$ cat src/hdl/lgba_pkg.sv
// ----------------------------------------------------------------------------
// lgba_pkg
// Types and constants shared by the longitude/latitude grid bin averager.
// ----------------------------------------------------------------------------
package lgba_pkg;

   localparam int LON_FULL   = 92160;
   localparam int LAT_FULL   = 46080;
   localparam int LAT_OFFSET = 23040;

   // 2*LON_FULL = 45 << 12 and 2*LAT_FULL = 45 << 11; divide by 45 through
   // a multiply by 2^20/45 rounded up, exact for numerators below 2^16
   localparam int LON_SHIFT        = 12;
   localparam int LAT_SHIFT        = 11;
   localparam int GRID_RECIP       = 23302;
   localparam int GRID_RECIP_SHIFT = 20;

   localparam logic [15:0] COUNT_MAX = 16'hFFFF;

   localparam int DIV_DW = 40;
   localparam int DIV_VW = 18;

   localparam logic [37:0]        WINDOW_START_RST  = 38'd0;
   localparam logic [23:0]        WINDOW_LENGTH_RST = 24'd364708;
   localparam logic [15:0]        CONTOUR_STEP_RST  = 16'd5120;
   localparam logic signed [23:0] MIN_RST           = 24'sh7FFFFF;
   localparam logic signed [23:0] MAX_RST           = 24'sh000000;

   typedef enum logic [1:0] {
      REQ_ADD,
      REQ_READ_BIN,
      REQ_READ_RANGE,
      REQ_CLEAR
   } req_code_type;

   typedef enum logic [1:0] {
      STATUS_OK,
      STATUS_WINDOW,
      STATUS_GRID,
      STATUS_SATURATED
   } status_type;

   typedef enum logic [1:0] {
      CSR_WINDOW_START,
      CSR_WINDOW_LENGTH,
      CSR_CONTOUR_STEP
   } csr_index_type;

   typedef struct packed {
      logic signed [39:0] sum;
      logic [15:0]        count;
   } cell_type;

   typedef enum logic [4:0] {
      ST_CLEAR,
      ST_IDLE,
      ST_DISPATCH,
      ST_XCALC,
      ST_YCALC,
      ST_ADDR,
      ST_FETCH,
      ST_UPDATE,
      ST_MEANGO,
      ST_MEANWAIT,
      ST_LOGO,
      ST_LOWAIT,
      ST_LOMUL,
      ST_HIGO,
      ST_HIWAIT,
      ST_HIMUL
   } state_type;

endpackage

$ cat src/hdl/lgba_div.sv
// ----------------------------------------------------------------------------
// lgba_div
// Shared restoring divider, one quotient bit per cycle.
// ----------------------------------------------------------------------------
module lgba_div (
   input  logic                          clock,
   input  logic                          reset,
   input  logic                          start,
   input  logic [lgba_pkg::DIV_DW-1:0]   dividend,
   input  logic [lgba_pkg::DIV_VW-1:0]   divisor,
   output logic                          done,
   output logic [lgba_pkg::DIV_DW-1:0]   quotient,
   output logic [lgba_pkg::DIV_VW-1:0]   remainder
);

   localparam int DW = lgba_pkg::DIV_DW;
   localparam int VW = lgba_pkg::DIV_VW;
   localparam int CW = $clog2(DW);

   logic          run_ff, run_in;
   logic          done_ff, done_in;
   logic [CW-1:0] cnt_ff, cnt_in;
   logic [DW-1:0] quo_ff, quo_in;
   logic [VW-1:0] rem_ff, rem_in;
   logic [VW-1:0] div_ff, div_in;
   logic [VW:0]   trial;
   logic [VW:0]   diff;

   always_comb begin
      trial   = {rem_ff, quo_ff[DW-1]};
      diff    = trial - {1'b0, div_ff};
      run_in  = run_ff;
      done_in = 1'b0;
      cnt_in  = cnt_ff;
      quo_in  = quo_ff;
      rem_in  = rem_ff;
      div_in  = div_ff;
      if (start) begin
         run_in = 1'b1;
         cnt_in = '0;
         quo_in = dividend;
         rem_in = '0;
         div_in = divisor;
      end else if (run_ff) begin
         if (trial >= {1'b0, div_ff}) begin
            rem_in = diff[VW-1:0];
            quo_in = {quo_ff[DW-2:0], 1'b1};
         end else begin
            rem_in = trial[VW-1:0];
            quo_in = {quo_ff[DW-2:0], 1'b0};
         end
         cnt_in = cnt_ff + 1'b1;
         if (cnt_ff == CW'(DW - 1)) begin
            run_in  = 1'b0;
            done_in = 1'b1;
         end
      end
   end

   always_ff @(posedge clock) begin
      if (reset) begin
         run_ff  <= 1'b0;
         done_ff <= 1'b0;
         cnt_ff  <= '0;
      end else begin
         run_ff  <= run_in;
         done_ff <= done_in;
         cnt_ff  <= cnt_in;
      end
      quo_ff <= quo_in;
      rem_ff <= rem_in;
      div_ff <= div_in;
   end

   assign done      = done_ff;
   assign quotient  = quo_ff;
   assign remainder = rem_ff;

endmodule

$ cat config.mk
export PLATFORM = sky130hd
export DESIGN_NAME = lgba_div
export DESIGN_NICKNAME = d
export VERILOG_FILES = /design/src/hdl/lgba_pkg.sv /design/src/hdl/lgba_div.sv
export SDC_FILE = /design/constraint.sdc
export NUM_CORES = 1
export LEC_CHECK = 0
export ABC_AREA = 1
export BUFFER_PORTS_ARGS = -buffer_cell sky130_fd_sc_hd__buf_2
export CORE_MARGIN = 4
export CORE_UTILIZATION = 48
export DETAILED_ROUTE_END_ITERATION = 7
export GPL_TIMING_DRIVEN = 1
export PLACE_DENSITY_LB_ADDON = 0.3
export SETUP_SLACK_MARGIN = 0.05
export SYNTH_ARGS = -nofsm -noshare
export SYNTH_HDL_FRONTEND = slang
export SYNTH_SLANG_ARGS = --single-unit
$ cat constraint.sdc
create_clock -name clock -period 2.08 [get_ports clock]
set_input_delay 0.416 -clock clock [delete_from_list [all_inputs] [get_ports clock]]
set_output_delay 0.416 -clock clock [all_outputs]
set_load 0.02 [all_outputs]
==> results of run 1 <==
==> cell type report <==
| cell class | instances | area (um^2) |
|---|---|---|
| clock buffers | 10 | 128 |
| clock inverters | 6 | 71.3 |
| fillers | 856 | 3380 |
| inverters | 65 | 248 |
| multi-input cells | 405 | 2210 |
| flip-flops and latches | 84 | 2260 |
| well taps | 129 | 161 |
| repair buffers | 137 | 781 |
==> placed cells by master (no fill, tap or decap), types with 2 or more instances in the layout <==
| cell type | Yosys | routed |
|---|---|---|
| sky130_fd_sc_hd__nand2_1 | 241 | 236 |
| sky130_fd_sc_hd__buf_2 | 2 | 119 |
| sky130_fd_sc_hd__edfxtp_1 | 58 | 58 |
| sky130_fd_sc_hd__inv_1 | 59 | 55 |
| sky130_fd_sc_hd__nand3_1 | 37 | 36 |
| sky130_fd_sc_hd__dfxtp_1 | 26 | 26 |
| sky130_fd_sc_hd__nor2_1 | 26 | 20 |
| sky130_fd_sc_hd__nand3b_1 | 14 | 14 |
| sky130_fd_sc_hd__buf_4 | 1 | 13 |
| sky130_fd_sc_hd__a21oi_1 | 15 | 11 |
| sky130_fd_sc_hd__nand2_2 | 7 | 9 |
| sky130_fd_sc_hd__ha_4 | 0 | 9 |
| sky130_fd_sc_hd__clkbuf_8 | 0 | 9 |
| sky130_fd_sc_hd__o21ai_0 | 11 | 8 |
| sky130_fd_sc_hd__ha_1 | 19 | 8 |
| sky130_fd_sc_hd__inv_2 | 4 | 7 |
| sky130_fd_sc_hd__nor3_1 | 8 | 7 |
| sky130_fd_sc_hd__nor2_2 | 0 | 6 |
| sky130_fd_sc_hd__xnor2_1 | 7 | 6 |
| sky130_fd_sc_hd__a21oi_2 | 2 | 5 |
| sky130_fd_sc_hd__o21ai_1 | 2 | 5 |
| sky130_fd_sc_hd__nand2_4 | 2 | 4 |
| sky130_fd_sc_hd__nor3b_1 | 3 | 3 |
| sky130_fd_sc_hd__nand2_8 | 0 | 2 |
| sky130_fd_sc_hd__nand4_1 | 2 | 2 |
| sky130_fd_sc_hd__nand3_2 | 1 | 2 |
| sky130_fd_sc_hd__ha_2 | 0 | 2 |
| sky130_fd_sc_hd__inv_6 | 0 | 2 |
| sky130_fd_sc_hd__clkinvlp_4 | 0 | 2 |
| sky130_fd_sc_hd__buf_12 | 0 | 2 |
| sky130_fd_sc_hd__buf_6 | 2 | 2 |
==> path summary, 6_finish.rpt <==
check | start | endpoint | slack [ps] | depth (start not counted)
worst max-delay path | quotient[39] | remainder[6] | 120 | 13
worst min-delay path | divisor[15] | div_ff[15] | 220 | 1
worst max register to register | quotient[39] | remainder[6] | 120 | 13
worst min register to register | remainder[11] | remainder[11] | 490 | 2
==> logic make-up (layout without fill, tap and decap cells) <==
family,after synthesis,count (layout),share of synthesized area
flip-flops,84,84,0.497
adder cells (fa/ha/maj),20,20,0.0566
XOR/XNOR,8,8,0.0154
buffers and inverters,81,218,0.0714
AO/OA/AOI/OAI,34,34,0.0409
AND/OR/NAND/NOR,342,343,0.319
==> where the power goes <==
part	internal [W]	switching [W]
sequential	0.00192	0.0000606
combinational	0.000243	0.000408
clock	0.000566	0.000636
total	0.00273	0.00110
==> state kept, by name, indices dropped and copies added, names as in the netlist <==
| name | count |
|---|---|
| quotient | 40 |
| div_ff | 18 |
| cnt_ff | 6 |
| run_ff | 1 |
| remainder | 18 |
| done | 1 |
==> metal layers <==
metal  track usage  vias up  routed length, um  part of all wire
li1              -     2087                  -                 -
met1         0.249     1937               4760              0.41
met2         0.338      136               5930              0.50
met3        0.0686        6                968             0.082
met4        0.0694        0                 98            0.0083
met5             0        -                  0                 0
==> per-stage QoR <==
stage | utilization | hold slack (ps) | cell area, um^2 | power (W)
3_5_place_dp | 0.577 | 484 | 5330 | 0.00261
4_1_cts | 0.599 | 202 | 5530 | 0.00380
5_1_grt | 0.634 | 197 | 5860 | 0.00402
6_report | 0.634 | 218 | 5860 | 0.00384
3_3_place_gp | 0.577 | 472 | 5330 | 0.00260
2_1_floorplan | - | 457 | 4560 | 0.00238
==> repair_timing <==
| item | in CTS | in global routing |
|---|---|---|
| setup endpoints to repair | 3 | 18 |
| resized for setup | 1 | 53 |
| setup buffers | 0 | 7 |
| pin swaps | 1 | 20 |
| cloned | 0 | 2 |
==> run_summary.xml, run 1 <==
<?xml version="1.0" encoding="UTF-8"?>
<metrics>
  <group name="final_layout">
    <metric name="antenna_cells_inserted" unit="">0</metric>
    <metric name="layout-drive-gt1-share" unit="">0.291</metric>
    <metric name="layout-area-overhead-vs-synth" unit="%">28.6</metric>
    <metric name="final_net_count" unit="">783</metric>
    <metric name="layout.cells.non_filler" unit="">836</metric>
  </group>
  <group name="yosys">
    <metric name="synth_top_cells_by_count" unit="">241 x sky130_fd_sc_hd__nand2_1, 59 x sky130_fd_sc_hd__inv_1, 58 x sky130_fd_sc_hd__edfxtp_1, 37 x sky130_fd_sc_hd__nand3_1</metric>
    <metric name="synth.ff_latch_count" unit="">84</metric>
    <metric name="post_synth_instance_area" unit="um^2">4560</metric>
    <metric name="synth_enable_flop_cells" unit="">58</metric>
    <metric name="cell_types_occupying_the_most_area_after_synthesis" unit="">sky130_fd_sc_hd__edfxtp_1 38%, sky130_fd_sc_hd__nand2_1 20%, sky130_fd_sc_hd__dfxtp_1 11%</metric>
    <metric name="synth_warnings" unit="">0</metric>
    <metric name="ys.flop_type" unit="">sky130_fd_sc_hd__edfxtp_1</metric>
    <metric name="synth_cell_type_count" unit="">31</metric>
    <metric name="synth_most_common_cell" unit="">sky130_fd_sc_hd__nand2_1</metric>
    <metric name="synth_top_area_share" unit="">0.382</metric>
    <metric name="synthesis.instances" unit="">569</metric>
    <metric name="synth.avg_cell_area" unit="um^2">8.01</metric>
    <metric name="share_of_the_yosys_chip_area_belonging_to_registers" unit="">0.497</metric>
    <metric name="synth_fp_nets" unit="">650</metric>
    <metric name="dominant_cell_type_by_area_after_synthesis" unit="">sky130_fd_sc_hd__edfxtp_1</metric>
    <metric name="synth-async-reset-ratio" unit="">0</metric>
  </group>
  <group name="worst_setup_path">
    <metric name="worst-path-buf-inv" unit="">4</metric>
    <metric name="path_delay_family" unit="">adder cells</metric>
    <metric name="worst_setup_sp_type" unit="">flop</metric>
    <metric name="cp_max_fo" unit="">3</metric>
    <metric name="crit_path_category" unit="">reg -&gt; reg</metric>
    <metric name="critical_path.cell_chain" unit="">inv_2, ha_4, inv_4, fa_2, inv_2, nor2_2, nor2_2, o21bai_2, buf_4, xnor2_2, nand2_1, nand3_1, o21ai_1</metric>
    <metric name="worst_ep_required_time" unit="ps">2340</metric>
    <metric name="crit_slowest_cell" unit="">sky130_fd_sc_hd__edfxtp_1</metric>
    <metric name="critical-path-max-stage-delay" unit="ps">400</metric>
    <metric name="crit_arrival" unit="ps">2210</metric>
    <metric name="critical_path.endpoint_type" unit="">flop</metric>
  </group>
  <group name="route">
    <metric name="detail_route.drc_violations" unit="">0</metric>
    <metric name="routed_wl" unit="um">11800</metric>
    <metric name="routed-via-count" unit="">4166</metric>
    <metric name="drt_first_pass_iters" unit="">5</metric>
    <metric name="final_antenna_net_count" unit="">0</metric>
    <metric name="drt_first_iter_violations" unit="">195</metric>
    <metric name="vias_per_cell" unit="">4.98</metric>
    <metric name="detail_route.wl_per_cell" unit="um">14.1</metric>
  </group>
  <group name="place">
    <metric name="dpl_worst_slack" unit="ps">43.7</metric>
    <metric name="buffer_ports.inserted" unit="">119</metric>
    <metric name="place_inst" unit="">811</metric>
    <metric name="gpl.final_weighted_congestion" unit="">0.915</metric>
    <metric name="dp_hpwl" unit="um">8290</metric>
  </group>
  <group name="global_routing">
    <metric name="grt_antenna_before_repair" unit="">0</metric>
    <metric name="global_route_wire_length_before_repair" unit="um">18300</metric>
    <metric name="grt_overflow" unit="">0</metric>
    <metric name="grt_start_max_net_pins" unit="">52</metric>
    <metric name="grt_use_total" unit="">0.204</metric>
    <metric name="number_of_global_route_vias_before_repair" unit="">3972</metric>
  </group>
  <group name="clock_tree">
    <metric name="clock_sink_count" unit="">84</metric>
    <metric name="cts.hold.buffers_added" unit="">0</metric>
    <metric name="cts_max_path_buffers" unit="">2</metric>
    <metric name="htree_num_levels" unit="">3</metric>
    <metric name="clk-insertion-delay-late" unit="ps">360</metric>
    <metric name="tritoncts" unit="">done</metric>
    <metric name="tritoncts.num_buffers" unit="">9</metric>
    <metric name="clock-root-buffer" unit="">sky130_fd_sc_hd__clkbuf_8</metric>
    <metric name="clock_pin_slew_worst_setup_and_hold_paths" unit="ps">100</metric>
  </group>
  <group name="timing">
    <metric name="finalSetupTns" unit="ps">0</metric>
    <metric name="final_worst_slack" unit="ps">122</metric>
    <metric name="fin_crit_sh" unit="">0.941</metric>
    <metric name="maxSlewViolCount" unit="">0</metric>
    <metric name="endpoints_failing_hold" unit="">0</metric>
    <metric name="finClkSkew" unit="ps">16.5</metric>
    <metric name="rsz0062_at_grt" unit="">yes</metric>
    <metric name="finalCriticalPeriod" unit="ps">1960</metric>
    <metric name="timing.fmax" unit="MHz">511</metric>
    <metric name="normalized_max_slew_margin" unit="">0.640</metric>
    <metric name="setup_viol_count_final" unit="">0</metric>
    <metric name="worst_slew_pin_slew" unit="ps">540</metric>
  </group>
  <group name="job">
    <metric name="max-cap-violations" unit="">0</metric>
  </group>
  <group name="floorplanning">
    <metric name="coreArea" unit="um^2">9240</metric>
    <metric name="die_area" unit="um^2">11100</metric>
    <metric name="effective_utilization_at_floorplan" unit="">0.493</metric>
    <metric name="floorplan.die.height" unit="um">105</metric>
    <metric name="boundaryPins" unit="">120</metric>
    <metric name="fp.dieW" unit="um">105</metric>
    <metric name="row_count" unit="">35</metric>
  </group>
  <group name="power">
    <metric name="power.ir.vdd_worst" unit="uV">404</metric>
    <metric name="cellLeakagePower" unit="nW">2.94</metric>
    <metric name="powerDensity" unit="nW/um^2">655</metric>
  </group>
  <group name="status">
    <metric name="outcome" unit="">completed</metric>
  </group>
  <group name="worst_hold_path">
    <metric name="timing.hold.worst.class" unit="">in -&gt; reg</metric>
  </group>
</metrics>
Power figures use the tool's default switching activity.
==> inputs of run 2 (changes only) <==
--- a/config.mk
+++ b/config.mk
@@ -10,4 +10,5 @@
 export CORE_MARGIN = 4
-export CORE_UTILIZATION = 48
+export CORE_UTILIZATION = 53
 export DETAILED_ROUTE_END_ITERATION = 7
+export GPL_ROUTABILITY_DRIVEN = 0
 export GPL_TIMING_DRIVEN = 1
==> constraint.sdc (replaced) <==
create_clock -name clock -period 1.81 [get_ports clock]
set_input_delay 0.181 -clock clock [delete_from_list [all_inputs] [get_ports clock]]
set_output_delay 0.181 -clock clock [all_outputs]
set_load 0.02 [all_outputs]
==> run 2 against run 1 <==
  * The flow now finishes with violations (negative setup slack)
  * Count of clock-buffer cells in the layout unchanged
  * Critical path depth increased by 2
  * Sequential share of layout area decreased by 4.6 points
  * Register-to-register slack got worse by 410 ps
  * Setup slack got worse by 410 ps
  * Non-clock buffer count increased by 69
  * Flip-flop and latch count unchanged
  * Combinational power increased by 48%
==> run_summary.xml, run 2 (synthesized netlist as in run 1, its figures left out) <==
<?xml version="1.0" encoding="UTF-8"?>
<metrics>
  <group name="status">
    <metric name="outcome" unit="">finished, violations left</metric>
    <metric name="violations" unit="">negative setup slack</metric>
  </group>
  <group name="floorplanning">
    <metric name="boundaryPins" unit="">120</metric>
    <metric name="row_count" unit="">33</metric>
    <metric name="effective_utilization_at_floorplan" unit="">0.549</metric>
    <metric name="coreArea" unit="um^2">8300</metric>
    <metric name="fp.dieW" unit="um">101</metric>
    <metric name="die_area" unit="um^2">10100</metric>
    <metric name="floorplan.die.height" unit="um">101</metric>
  </group>
  <group name="timing">
    <metric name="normalized_max_slew_margin" unit="">0.642</metric>
    <metric name="endpoints_failing_hold" unit="">0</metric>
    <metric name="final_worst_slack" unit="ps">-286</metric>
    <metric name="fin_crit_sh" unit="">1.16</metric>
    <metric name="maxSlewViolCount" unit="">0</metric>
    <metric name="finalCriticalPeriod" unit="ps">2100</metric>
    <metric name="setup_viol_count_final" unit="">19</metric>
    <metric name="timing.fmax" unit="MHz">477</metric>
    <metric name="worst_slew_pin_slew" unit="ps">536</metric>
    <metric name="rsz0062_at_grt" unit="">yes</metric>
    <metric name="finClkSkew" unit="ps">16.9</metric>
  </group>
  <group name="route">
    <metric name="detail_route.drc_violations" unit="">0</metric>
    <metric name="drt_first_pass_iters" unit="">8</metric>
    <metric name="vias_per_cell" unit="">5.50</metric>
    <metric name="routed_wl" unit="um">15300</metric>
    <metric name="drt_first_iter_violations" unit="">475</metric>
    <metric name="detail_route.wl_per_cell" unit="um">17.3</metric>
    <metric name="final_antenna_net_count" unit="">0</metric>
    <metric name="routed-via-count" unit="">4853</metric>
  </group>
  <group name="final_layout">
    <metric name="layout-drive-gt1-share" unit="">0.409</metric>
    <metric name="finish.utilization" unit="">0.806</metric>
    <metric name="final_net_count" unit="">853</metric>
    <metric name="largest_register_ff_count" unit="">40</metric>
    <metric name="most-common-layout-cells" unit="">212 x sky130_fd_sc_hd__nand2_1, 119 x sky130_fd_sc_hd__buf_2, 58 x sky130_fd_sc_hd__edfxtp_1, 58 x sky130_fd_sc_hd__buf_4, 42 x sky130_fd_sc_hd__inv_1</metric>
    <metric name="antenna_cells_inserted" unit="">0</metric>
    <metric name="n_fill_cell" unit="">519</metric>
    <metric name="layout.cell_area.non_filler" unit="um^2">6690</metric>
    <metric name="layout-area-overhead-vs-synth" unit="%">46.9</metric>
    <metric name="mostFrequentLayoutCell" unit="">sky130_fd_sc_hd__nand2_1</metric>
  </group>
  <group name="worst_setup_path">
    <metric name="cp_max_fo" unit="">3</metric>
    <metric name="crit_arrival" unit="ps">2400</metric>
    <metric name="critical_path.endpoint_type" unit="">flop</metric>
    <metric name="worst_setup_sp_type" unit="">flop</metric>
    <metric name="worst_r2r_path_depth" unit="">15</metric>
    <metric name="crit-reg2reg-capture" unit="">remainder[12]</metric>
    <metric name="reg2reg_slack" unit="ps">-290</metric>
    <metric name="worst_ep_required_time" unit="ps">2110</metric>
    <metric name="setup.worst_path.end" unit="">remainder[12]</metric>
    <metric name="crit_start" unit="">quotient[39]</metric>
    <metric name="timing.rr.start" unit="">quotient[39]</metric>
    <metric name="crit_path_category" unit="">reg -&gt; reg</metric>
  </group>
  <group name="power">
    <metric name="power.ir.vdd_worst" unit="uV">692</metric>
    <metric name="cellLeakagePower" unit="nW">3.29</metric>
    <metric name="powerDensity" unit="nW/um^2">672</metric>
  </group>
  <group name="global_routing">
    <metric name="number_of_global_route_vias_before_repair" unit="">4706</metric>
    <metric name="grt_antenna_before_repair" unit="">0</metric>
    <metric name="grt_use_total" unit="">0.274</metric>
    <metric name="grt_overflow" unit="">0</metric>
    <metric name="global_route_wire_length_before_repair" unit="um">21900</metric>
    <metric name="grt_start_max_net_pins" unit="">52</metric>
  </group>
  <group name="clock_tree">
    <metric name="clock-root-buffer" unit="">sky130_fd_sc_hd__clkbuf_8</metric>
    <metric name="tritoncts.num_buffers" unit="">9</metric>
    <metric name="clock_pin_slew_worst_setup_and_hold_paths" unit="ps">90</metric>
    <metric name="clk-insertion-delay-late" unit="ps">370</metric>
    <metric name="htree_num_levels" unit="">3</metric>
    <metric name="clock_sink_count" unit="">84</metric>
    <metric name="cts_max_path_buffers" unit="">2</metric>
    <metric name="tritoncts" unit="">done</metric>
  </group>
  <group name="place">
    <metric name="total_placed_instance_area" unit="um^2">5620</metric>
    <metric name="dp_hpwl" unit="um">8560</metric>
    <metric name="buffer_ports.inserted" unit="">119</metric>
  </group>
  <group name="worst_hold_path">
    <metric name="timing.hold.worst.class" unit="">in -&gt; reg</metric>
  </group>
  <group name="job">
    <metric name="max-cap-violations" unit="">0</metric>
  </group>
</metrics>
run 2: timing repair:
action                                  4_1_cts  5_1_grt
resized for setup                            61       58
endpoints found under the hold margin        16        0
pin swaps                                    26       28
gates cloned                                  3        0
hold buffers                                 16        0
setup buffers                                21        4
endpoints found under the setup margin       19       19
run 2: worst min-delay path by stage:
stage / start / end / slack (ps) / depth (start not counted)
finish: divisor[17] / div_ff[17] / 20 / 1
global route: divisor[0] / div_ff[0] / 3 / 1
floorplan: divisor[0] / div_ff[0] / 280 / 0
global placement: divisor[12] / div_ff[12] / 360 / 1
CTS: divisor[0] / div_ff[0] / 2 / 1
detailed placement: divisor[13] / div_ff[13] / 360 / 1
run 2: final cells by class:
class / instances / area (um^2) / share of cell area
Inverter: 65 / 248 / 0.0370
Tap cell: 105 / 131 / 0.0196
Multi-Input combinational cell: 406 / 2470 / 0.370
Clock buffer: 10 / 128 / 0.0191
Timing Repair Buffer: 206 / 1390 / 0.208
Clock inverter: 6 / 46.3 / 0.00692
Sequential cell: 84 / 2270 / 0.340
run 2: critical path, stage by stage, from the launching register on:
cell	delay, ps
sky130_fd_sc_hd__edfxtp_1	410
sky130_fd_sc_hd__inv_2	100
sky130_fd_sc_hd__ha_4	130
sky130_fd_sc_hd__inv_2	40
sky130_fd_sc_hd__fa_2	350
sky130_fd_sc_hd__inv_2	90
sky130_fd_sc_hd__nor2_4	50
sky130_fd_sc_hd__o21ai_2	120
sky130_fd_sc_hd__nand2_2	110
sky130_fd_sc_hd__nand2_2	100
sky130_fd_sc_hd__nand2_1	70
sky130_fd_sc_hd__nand2_1	130
sky130_fd_sc_hd__nand2_1	110
sky130_fd_sc_hd__nand2_1	80
sky130_fd_sc_hd__nand3_1	80
sky130_fd_sc_hd__nand2_1	80
run 2: report_power, final:
group | leakage (nW) | total (W) | switching (W) | internal [W]
clock network | 0.0833 | 0.00125 | 0.000742 | 0.000509
registers | 0.801 | 0.00228 | 0.0000731 | 0.00221
logic | 2.41 | 0.000962 | 0.000564 | 0.000399
run 2: per-layer routing:
| metal | share of wire | track usage | vias up | wire (um) |
|---|---|---|---|---|
| met4 | 0.054 | 0.137 | 0 | 824 |
| met3 | 0.10 | 0.0734 | 86 | 1530 |
| met2 | 0.49 | 0.465 | 335 | 7450 |
| met1 | 0.36 | 0.318 | 2198 | 5490 |
| met5 | 0 | 0 | - | 0 |
| li1 | - | - | 2234 | - |
run 2: per-stage QoR:
stage	setup WS, ps	hold slack, ps	total power (W)	cells	setup TNS (ps)
3_3_place_gp	-123	358	0.00304	822	-721
5_1_grt	-385	2.50	0.00466	882	-3980
2_1_floorplan	-136	280	0.00274	569	-642
3_5_place_dp	-177	360	0.00306	822	-2300
4_1_cts	-47.4	1.74	0.00440	878	-515
6_report	-286	19.1	0.00450	882	-2580
==> inputs of run 3 (changes only) <==
- CTS_BUF_LIST: not set -> sky130_fd_sc_hd__clkbuf_4 sky130_fd_sc_hd__clkbuf_8 sky130_fd_sc_hd__clkbuf_16
==> run 3 against run 2 <==
  * The flow still finishes with violations (negative setup slack)
  * Sequential power is essentially flat
  * Design area is essentially flat
  * Routed wire length about the same
  * Die area unchanged
  * Critical path depth unchanged
  * Largest power group unchanged
  * Highest routed layer unchanged
==> run_summary.xml, run 3 (synthesized netlist as in run 1, its figures left out) <==
<?xml version="1.0" encoding="UTF-8"?>
<metrics>
  <group name="status">
    <metric name="outcome" unit="">finished, violations left</metric>
    <metric name="violations" unit="">negative setup slack</metric>
  </group>
  <group name="timing">
    <metric name="finalCriticalPeriod" unit="ps">2110</metric>
    <metric name="setup_viol_count_final" unit="">19</metric>
    <metric name="fin_worst_hold_slack" unit="ps">20.7</metric>
    <metric name="timing.fmax" unit="MHz">474</metric>
    <metric name="normalized_max_slew_margin" unit="">0.642</metric>
    <metric name="finClkSkew" unit="ps">17.3</metric>
    <metric name="rsz0062_at_grt" unit="">yes</metric>
    <metric name="worst_slew_pin_slew" unit="ps">537</metric>
    <metric name="fin_crit_sh" unit="">1.17</metric>
    <metric name="endpoints_failing_hold" unit="">0</metric>
    <metric name="final_worst_slack" unit="ps">-299</metric>
    <metric name="maxSlewViolCount" unit="">0</metric>
  </group>
  <group name="worst_setup_path">
    <metric name="cp_max_fo" unit="">3</metric>
    <metric name="crit_arrival" unit="ps">2410</metric>
    <metric name="crit_path_category" unit="">reg -&gt; reg</metric>
    <metric name="critical_path.endpoint_type" unit="">flop</metric>
    <metric name="worst_ep_required_time" unit="ps">2110</metric>
    <metric name="worst_setup_sp_type" unit="">flop</metric>
  </group>
  <group name="power">
    <metric name="int_power" unit="W">0.00314</metric>
    <metric name="power.sequential.fraction" unit="">0.506</metric>
    <metric name="switchingPower" unit="W">0.00138</metric>
    <metric name="power.ir.vdd_worst" unit="uV">693</metric>
    <metric name="p_clk_frac" unit="">0.281</metric>
    <metric name="netSwitchingFraction" unit="">0.306</metric>
    <metric name="comb_power_share" unit="">0.213</metric>
    <metric name="cellLeakagePower" unit="nW">3.29</metric>
    <metric name="powerDensity" unit="nW/um^2">675</metric>
  </group>
  <group name="final_layout">
    <metric name="mostFrequentLayoutCell" unit="">sky130_fd_sc_hd__nand2_1</metric>
    <metric name="antenna_cells_inserted" unit="">0</metric>
    <metric name="multi_input_combinational_cell_area" unit="um^2">2470</metric>
    <metric name="final_net_count" unit="">853</metric>
    <metric name="most-common-layout-cells" unit="">212 x sky130_fd_sc_hd__nand2_1, 119 x sky130_fd_sc_hd__buf_2, 58 x sky130_fd_sc_hd__edfxtp_1, 58 x sky130_fd_sc_hd__buf_4, 42 x sky130_fd_sc_hd__inv_1</metric>
    <metric name="layout-area-overhead-vs-synth" unit="%">47.0</metric>
    <metric name="finish.utilization" unit="">0.807</metric>
    <metric name="largest_register_ff_count" unit="">40</metric>
    <metric name="layout-drive-gt1-share" unit="">0.411</metric>
    <metric name="register_area" unit="um^2">2270</metric>
    <metric name="layout.cells.non_filler" unit="">882</metric>
    <metric name="n_fill_cell" unit="">517</metric>
  </group>
  <group name="route">
    <metric name="routed_wl" unit="um">15300</metric>
    <metric name="routed-via-count" unit="">4880</metric>
    <metric name="drt_first_iter_violations" unit="">475</metric>
    <metric name="detail_route.wl_per_cell" unit="um">17.4</metric>
    <metric name="final_antenna_net_count" unit="">0</metric>
    <metric name="detail_route.drc_violations" unit="">0</metric>
    <metric name="vias_per_cell" unit="">5.53</metric>
    <metric name="drt_first_pass_iters" unit="">7</metric>
  </group>
  <group name="global_routing">
    <metric name="grt_use_total" unit="">0.274</metric>
    <metric name="grt_overflow" unit="">0</metric>
    <metric name="grt_antenna_before_repair" unit="">0</metric>
    <metric name="global_route_wire_length_before_repair" unit="um">21900</metric>
    <metric name="number_of_global_route_vias_before_repair" unit="">4706</metric>
    <metric name="grt_start_max_net_pins" unit="">52</metric>
  </group>
  <group name="job">
    <metric name="max-cap-violations" unit="">0</metric>
  </group>
  <group name="floorplanning">
    <metric name="fp.dieW" unit="um">101</metric>
    <metric name="effective_utilization_at_floorplan" unit="">0.549</metric>
    <metric name="floorplan.die.height" unit="um">101</metric>
    <metric name="boundaryPins" unit="">120</metric>
    <metric name="coreArea" unit="um^2">8300</metric>
    <metric name="row_count" unit="">33</metric>
    <metric name="die_area" unit="um^2">10100</metric>
  </group>
  <group name="place">
    <metric name="buffer_ports.inserted" unit="">119</metric>
    <metric name="dpl_worst_slack" unit="ps">-177</metric>
    <metric name="place_inst" unit="">822</metric>
    <metric name="dp_hpwl" unit="um">8560</metric>
  </group>
  <group name="clock_tree">
    <metric name="clock_pin_slew_worst_setup_and_hold_paths" unit="ps">90</metric>
    <metric name="tritoncts" unit="">done</metric>
    <metric name="clock-root-buffer" unit="">sky130_fd_sc_hd__clkbuf_8</metric>
    <metric name="htree_num_levels" unit="">3</metric>
    <metric name="cts_max_path_buffers" unit="">2</metric>
    <metric name="tritoncts.num_buffers" unit="">9</metric>
    <metric name="clk-insertion-delay-late" unit="ps">360</metric>
    <metric name="clock_sink_count" unit="">84</metric>
  </group>
  <group name="worst_hold_path">
    <metric name="timing.hold.worst.class" unit="">in -&gt; reg</metric>
  </group>
</metrics>
run 3: timing repair:
item | CTS | global route
pin swaps | 26 | 28
setup endpoints to repair | 19 | 19
gates resized for setup | 61 | 58
setup buffers | 21 | 4
hold buffers | 16 | 0
gates cloned | 3 | 0
hold endpoints to repair | 16 | 0
run 3: metal layers:
| layer | vias to the layer above | wire, um | global-route usage | part of all wire |
|---|---|---|---|---|
| met4 | 0 | 796 | 0.137 | 0.052 |
| met1 | 2207 | 5460 | 0.318 | 0.36 |
| met5 | - | 0 | 0 | 0 |
| met2 | 355 | 7500 | 0.465 | 0.49 |
| li1 | 2235 | - | - | - |
| met3 | 83 | 1560 | 0.0734 | 0.10 |
run 3: final timing paths:
path                     start       endpoint  slack, ps  cells after the start
setup / recovery  quotient[39]  remainder[12]       -300                     15
hold / removal     divisor[17]     div_ff[17]         20                      1
setup reg to reg  quotient[39]  remainder[12]       -300                     15
hold reg to reg      cnt_ff[1]      cnt_ff[1]        500                      2
run 3: critical path: stages (launching register included):
cell                       delay (ps)
sky130_fd_sc_hd__edfxtp_1         410
sky130_fd_sc_hd__inv_2            100
sky130_fd_sc_hd__ha_4             130
sky130_fd_sc_hd__inv_2             40
sky130_fd_sc_hd__fa_2             350
sky130_fd_sc_hd__inv_2             80
sky130_fd_sc_hd__nor2_4            50
sky130_fd_sc_hd__o21ai_2          120
sky130_fd_sc_hd__nand2_2          110
sky130_fd_sc_hd__nand2_2          100
sky130_fd_sc_hd__nand2_1           70
sky130_fd_sc_hd__nand2_1          130
sky130_fd_sc_hd__nand2_1          110
sky130_fd_sc_hd__nand2_1           80
sky130_fd_sc_hd__nand3_1           80
sky130_fd_sc_hd__nand2_1           90
run 3: area by class of cell:
cell class,instances,area share
multi-input combinational,406,0.369
sequential,84,0.339
timing repair buffer,206,0.208
inverter,65,0.0370
clock buffer,10,0.0196
tap,105,0.0196
clock inverter,6,0.00691
run 3: metrics by stage:
| step | total power, W | instance area, um^2 | TNS (ps) |
|---|---|---|---|
| 6_report | 0.00452 | 6700 | -2610 |
| 5_1_grt | 0.00468 | 6700 | -3980 |
| 4_1_cts | 0.00442 | 6470 | -515 |
| 3_5_place_dp | 0.00306 | 5620 | -2300 |
| 3_3_place_gp | 0.00304 | 5620 | -721 |
| 2_1_floorplan | 0.00274 | 4600 | -642 |
run 3: power groups by stage:
stage                     Sequential [W]  Clock (W)  Combinational (W)
after floorplan                  0.00243          0           0.000305
after global placement           0.00231          0           0.000727
after detailed placement         0.00232          0           0.000747
after CTS                        0.00228    0.00128           0.000857
after global routing             0.00230    0.00135            0.00103
final                            0.00228    0.00127           0.000963
